### config.mk
export PLATFORM = sky130hd
export DESIGN_NAME = gsa_ctrl
export DESIGN_NICKNAME = d
export VERILOG_FILES = /design/src/sv/gsa_pkg.sv /design/src/sv/gsa_ctrl.sv
export SDC_FILE = /design/constraint.sdc
export NUM_CORES = 1
export LEC_CHECK = 0
export BUFFER_PORTS_ARGS = -buffer_cell sky130_fd_sc_hd__buf_2
export CAP_MARGIN = 20
export CORE_AREA = 10 10 47 49
export DETAILED_ROUTE_END_ITERATION = 6
export DIE_AREA = 0 0 57 59
export PLACE_DENSITY_LB_ADDON = 0.08
export SLEW_MARGIN = 20
export SYNTH_ARGS = -nofsm -noshare
export SYNTH_HDL_FRONTEND = slang
export SYNTH_SLANG_ARGS = --single-unit
### constraint.sdc
create_clock -name clock -period 1.1 [get_ports clock]
set_clock_uncertainty 0.1 [all_clocks]
set_input_delay 0.22 -clock clock [delete_from_list [all_inputs] [get_ports clock]]
set_output_delay 0.22 -clock clock [all_outputs]
set_load 0.005 [all_outputs]
### src/sv/gsa_pkg.sv
// gsa_pkg: shared constants, command codes, controller types and the
// exponential table helpers of the Gaussian splat accumulator.
// No dependencies.
package gsa_pkg;

   localparam int GSA_MAX_WIDTH      = 256;
   localparam int GSA_MAX_HEIGHT     = 256;
   localparam int GSA_EXP_TABLE_SIZE = 256;
   localparam int GSA_SUM_BITS       = 32;

   // exp table entries are Q.16, entry 0 is exactly 1.0
   localparam int EXP_BITS = 17;

   localparam logic [8:0] FRAME_DIM_RESET = 9'd256;

   localparam logic [1:0] CMD_CLEAR  = 2'd0;
   localparam logic [1:0] CMD_SPLAT  = 2'd1;
   localparam logic [1:0] CMD_READ   = 2'd2;

   localparam logic REG_FRAME_WIDTH  = 1'b0;
   localparam logic REG_FRAME_HEIGHT = 1'b1;

   typedef enum logic [2:0] {
      ST_IDLE,
      ST_CLEAR,
      ST_SPLAT,
      ST_DRAIN,
      ST_RD_ISSUE,
      ST_RD_LOAD,
      ST_RD_DIV,
      ST_FINISH
   } state_type;

   typedef struct packed {
      logic latch;
      logic peak_clear;
      logic clear_run;
      logic splat_run;
      logic rd_issue;
      logic div_load;
      logic div_step;
      logic out_load;
   } ctrl_cmd_type;

   typedef struct packed {
      logic scan_last;
      logic pipe_busy;
      logic div_last;
   } dp_status_type;

   // exp(-x) in Q0.32 from a series truncated after the x^14 term, x given in Q.32
   function automatic logic [63:0] exp_ratio(input logic [63:0] x);
      logic [63:0] term;
      logic [63:0] r;
      term = 64'd1 << 32;
      r    = term;
      for (int i = 1; i <= 14; i++) begin
         term = ((term * x) >> 32) / 64'(i);
         if ((i & 1) != 0) begin
            r = r - term;
         end else begin
            r = r + term;
         end
      end
      return r;
   endfunction

endpackage

### src/sv/gsa_ctrl.sv
// gsa_ctrl: command sequencer of the splat accumulator; drives the
// datapath through gsa_pkg command and status structs.
module gsa_ctrl (
   input  logic                   clock,
   input  logic                   reset,
   input  logic                   req_valid,
   input  logic [1:0]             req_command,
   output logic                   req_stall,
   output logic                   rsp_valid,
   input  logic                   rsp_stall,
   output gsa_pkg::ctrl_cmd_type  cmd,
   input  gsa_pkg::dp_status_type status
);
   import gsa_pkg::*;

   state_type state_ff;
   state_type state_in;
   logic      rsp_valid_ff;
   logic      rsp_valid_in;

   always_ff @(posedge clock) begin
      if (reset) begin
         state_ff     <= ST_IDLE;
         rsp_valid_ff <= 1'b0;
      end else begin
         state_ff     <= state_in;
         rsp_valid_ff <= rsp_valid_in;
      end
   end

   always_comb begin
      state_in  = state_ff;
      cmd       = '0;
      req_stall = 1'b1;
      case (state_ff)
         ST_IDLE: begin
            req_stall = 1'b0;
            if (req_valid) begin
               cmd.latch = 1'b1;
               case (req_command)
                  CMD_CLEAR: begin
                     cmd.peak_clear = 1'b1;
                     state_in       = ST_CLEAR;
                  end
                  CMD_SPLAT: state_in = ST_SPLAT;
                  CMD_READ:  state_in = ST_RD_ISSUE;
                  default:   state_in = ST_FINISH;
               endcase
            end
         end
         ST_CLEAR: begin
            cmd.clear_run = 1'b1;
            if (status.scan_last) begin
               state_in = ST_FINISH;
            end
         end
         ST_SPLAT: begin
            cmd.splat_run = 1'b1;
            if (status.scan_last) begin
               state_in = ST_DRAIN;
            end
         end
         ST_DRAIN: begin
            if (!status.pipe_busy) begin
               state_in = ST_FINISH;
            end
         end
         ST_RD_ISSUE: begin
            cmd.rd_issue = 1'b1;
            state_in     = ST_RD_LOAD;
         end
         ST_RD_LOAD: begin
            cmd.div_load = 1'b1;
            state_in     = ST_RD_DIV;
         end
         ST_RD_DIV: begin
            cmd.div_step = 1'b1;
            if (status.div_last) begin
               state_in = ST_FINISH;
            end
         end
         ST_FINISH: begin
            // hold until the output register is free
            if (!rsp_valid_ff || !rsp_stall) begin
               cmd.out_load = 1'b1;
               state_in     = ST_IDLE;
            end
         end
         default: state_in = ST_IDLE;
      endcase
      rsp_valid_in = cmd.out_load || (rsp_valid_ff && rsp_stall);
   end

   assign rsp_valid = rsp_valid_ff;

   a_no_overwrite: assert property (@(posedge clock) disable iff (reset)
      cmd.out_load |-> !(rsp_valid_ff && rsp_stall))
      else $error("result register overwritten before transfer");

   a_idle_drained: assert property (@(posedge clock) disable iff (reset)
      state_ff == ST_IDLE |-> !status.pipe_busy)
      else $error("splat pipeline busy while idle");

endmodule

==> out/qor.yml <==
grt:
  grt_start_max_net_pins: 12
  grt_pass1_vias: 540
  grt_pass1_wl_mm: 2.25
  gr-total-overflow: 0
  grt.total_usage_pct: 8.22
  grt_antenna_before_repair: 0
clocking:
  root_buffer: "clkbuf_4"
  clkTransAtPathRegs_ps: 50
  cts_tree: "built"
  clk_latency_ps: 250
  numCtsBuffers: 3
  h-tree-depth: 1
  cts.sinks: 4
  clock_path_buffers: 2
die:
  fp.dieW_um: 57
  ios: 19
  die_y_um: 59
  rows: 14
  dieArea_um2: 3360
  core_region_area_um2: 1400
  start_util_pct: 31.3
drt:
  met2WireLength_um: 827
  wl_met3_um: 69
  m1WireLength_um: 604
  drt.antenna.violating_nets: 0
  post_drt_wl_per_cell_um: 14.3
  via_per_inst: 4.75
  finalWirelength_mm: 1.52
  drcViolationCount: 0
  vias: 503
  drt-pass1-iter-count: 2
  drtIter0Drc: 1
  top_layer: "met4"
worst_setup_path:
  cp.arrival_ps: 1120
  r2r_cells: 4
  crit_chain: "nor3_4 > and3_1 > buf_2"
  reg2reg_slack_ps: -270
  crit_fanout: 11
  crit_path_max_incr_delay_ps: 390
  rr_startpoint: "state_ff[1]$_SDFFE_PP0P_"
  worstReg2RegEnd: "state_ff[1]$_SDFFE_PP0P_"
  worstSetupStartpointType: "flip-flop"
  critPathRequiredTime_ps: 780
  crit_slowest_cell: "dfxtp_4"
  worstSetupPathType: "flip-flop to primary output"
  endpoint_kind: "primary output"
synth:
  synth_xor_area_share_pct: 0
  synth-edff-count: 0
  synthTopCellsByArea: "dfxtp_1 18%, ha_1 11%, a221oi_2 10%, buf_6 7.7%, a21oi_1 4.6%"
  synth-seq-area-share_pct: 18.3
  synth.top_cell.area_share_pct: 18.3
  synth-compound-area-share_pct: 27.1
  synth_top_cell_by_area: "dfxtp_1"
  synth-simple-area-share_pct: 30.6
  synth_ff_type: "dfxtp_1"
  syn-cell-area_um2: 438
  synth-seq-cells: 4
  synthMuxAreaShare_pct: 2.29
  synth_top_family_by_area: "simple AND/OR/NAND/NOR gates"
  yosys_warnings: 0
  yosys-top-cells-count: "4 x a21oi_1, 4 x dfxtp_1, 4 x ha_1, 4 x nor2_1"
  synthDistinctLibCells: 25
  ys_async_sr_fraction_pct: 0
  avgSynthCellArea_um2: 8.94
  synth_cells: 49
  synth_fa_ha_area_share_pct: 11.4
  syn_nets: 62
sta:
  slew_viol_final: 0
  timing.final.ws_setup_ps: -344
  period_share_pct: 131
  worstMarginPinSlew_ps: 315
  finalHoldViolCount: 0
  max_freq_mhz: 693
  slew_headroom_pct: 79.0
  rsz0062_at_grt: "true"
  setup_viol: 13
  fin_crit_ps: 1440
finish:
  drive_above_1_share_pct: 71.1
  n_antenna_cell: 0
  layout.cells.non_filler: 106
  final_nets: 104
  fin_util_pct: 59.3
  syn_to_final_growth_pct: 89.7
pwr:
  internal_power_w: 0.00115
  pwr-share-clk_pct: 11.4
  p_leak_nw: 0.413
  p_per_area_nw_per_um2: 2230
  switching_share_pct: 38.1
  pwr-share-seq_pct: 19.4
  switching_power_w: 0.000706
  pwr-share-comb_pct: 69.2
  ir_drop_mv: 1.05
place:
  io_buffers: 18
  placed_cells: 90
  dp_hpwl_mm: 1.00
  gp_congestion: 0.837
worst_hold_path:
  hold_depth: 2
  hold-path-endpoint: "rsp_valid$_SDFF_PP0_"
  hold_class: "primary input to flip-flop"
  hold_start: "reset"
status:
  outcome: "finished with violations"
  violations: "negative setup slack"
run:
  cap_violations: 0
[through the flow]
stage	setup WS (ps)	setup TNS, ps	power, W	hold slack, ps	cell area, µm²
finish	-344	-3480	0.00185	101	831
CTS	-350	-3320	0.00160	114	741
detailed placement	-223	-1460	0.00111	365	606
floorplan	-41.0	-89.3	0.000860	189	454
global placement	-190	-1460	0.00112	362	606
global route	-429	-4090	0.00198	115	831
[critical path: cells and delay by family, from the launching register on]
| family | cells | cell delay, ps |
|---|---|---|
| buf+inv | 1 | 100 |
| flops | 1 | 390 |
| simple gates | 2 | 400 |
[sequential cells by signal, indices dropped and copies added (netlist names)]
name       cells
state_ff       3
rsp_valid      1
[kinds of logic (layout without fill, tap and decap cells)]
| group | count (synthesis) | count (layout) |
|---|---|---|
| DFF | 4 | 4 |
| AOI/OAI and AO/OA | 13 | 13 |
| buffers and inverters | 6 | 47 |
| muxes | 1 | 1 |
| adders and majority gates | 4 | 4 |
| and+or+nand+nor | 21 | 21 |
[power groups by stage]
stage,registers (W),clock network (W),logic [W]
CTS,0.000356,0.000216,0.00103
global route,0.000370,0.000223,0.00139
detailed placement,0.000335,0,0.000779
floorplan,0.000265,0,0.000595
global placement,0.000336,0,0.000780
finish,0.000360,0.000210,0.00128
[layout make-up]
class / count / area [µm²]
Timing Repair Buffer: 40 / 310
Inverter: 3 / 11.3
Fill cell: 130 / 571
Multi-Input combinational cell: 39 / 370
Tap cell: 16 / 20.0
Sequential cell: 4 / 92.6
Clock buffer: 4 / 26.3
[how the worst max path moves through the flow]
stage	from	end	cells past startpoint
floorplan	state_ff[2]$_SDFFE_PP0P_	state_ff[1]$_SDFFE_PP0P_	3
global placement	req_command[1]	state_ff[1]$_SDFFE_PP0P_	6
detailed placement	req_command[1]	state_ff[1]$_SDFFE_PP0P_	6
CTS	state_ff[0]$_SDFFE_PP0P_	cmd[6]	4
global route	state_ff[1]$_SDFFE_PP0P_	cmd[6]	3
finish	state_ff[1]$_SDFFE_PP0P_	cmd[6]	3
[repair_timing]
item                       in CTS  in global routing
gates resized for setup        12                 11
setup endpoints to repair      12                 14
hold buffers                    0                  0
pin swaps                       3                  4
setup buffers                   6                  6
[cell usage in the layout, fill, tap and decap left out, types with 3 or more instances in the layout]
cell,count
buf_6,10
buf_4,13
inv_1,3
nor2_1,3
clkbuf_4,3
dfxtp_4,3
buf_2,16
ha_1,4
and2_4,3
a221oi_2,3
[routing by layer]
layer,GRT usage (%),vias up
met4,5.03,0
met5,0,-
met3,2.15,2
met1,7.87,231
met2,15.3,11
li1,-,259
Power figures use the tool's default switching activity.
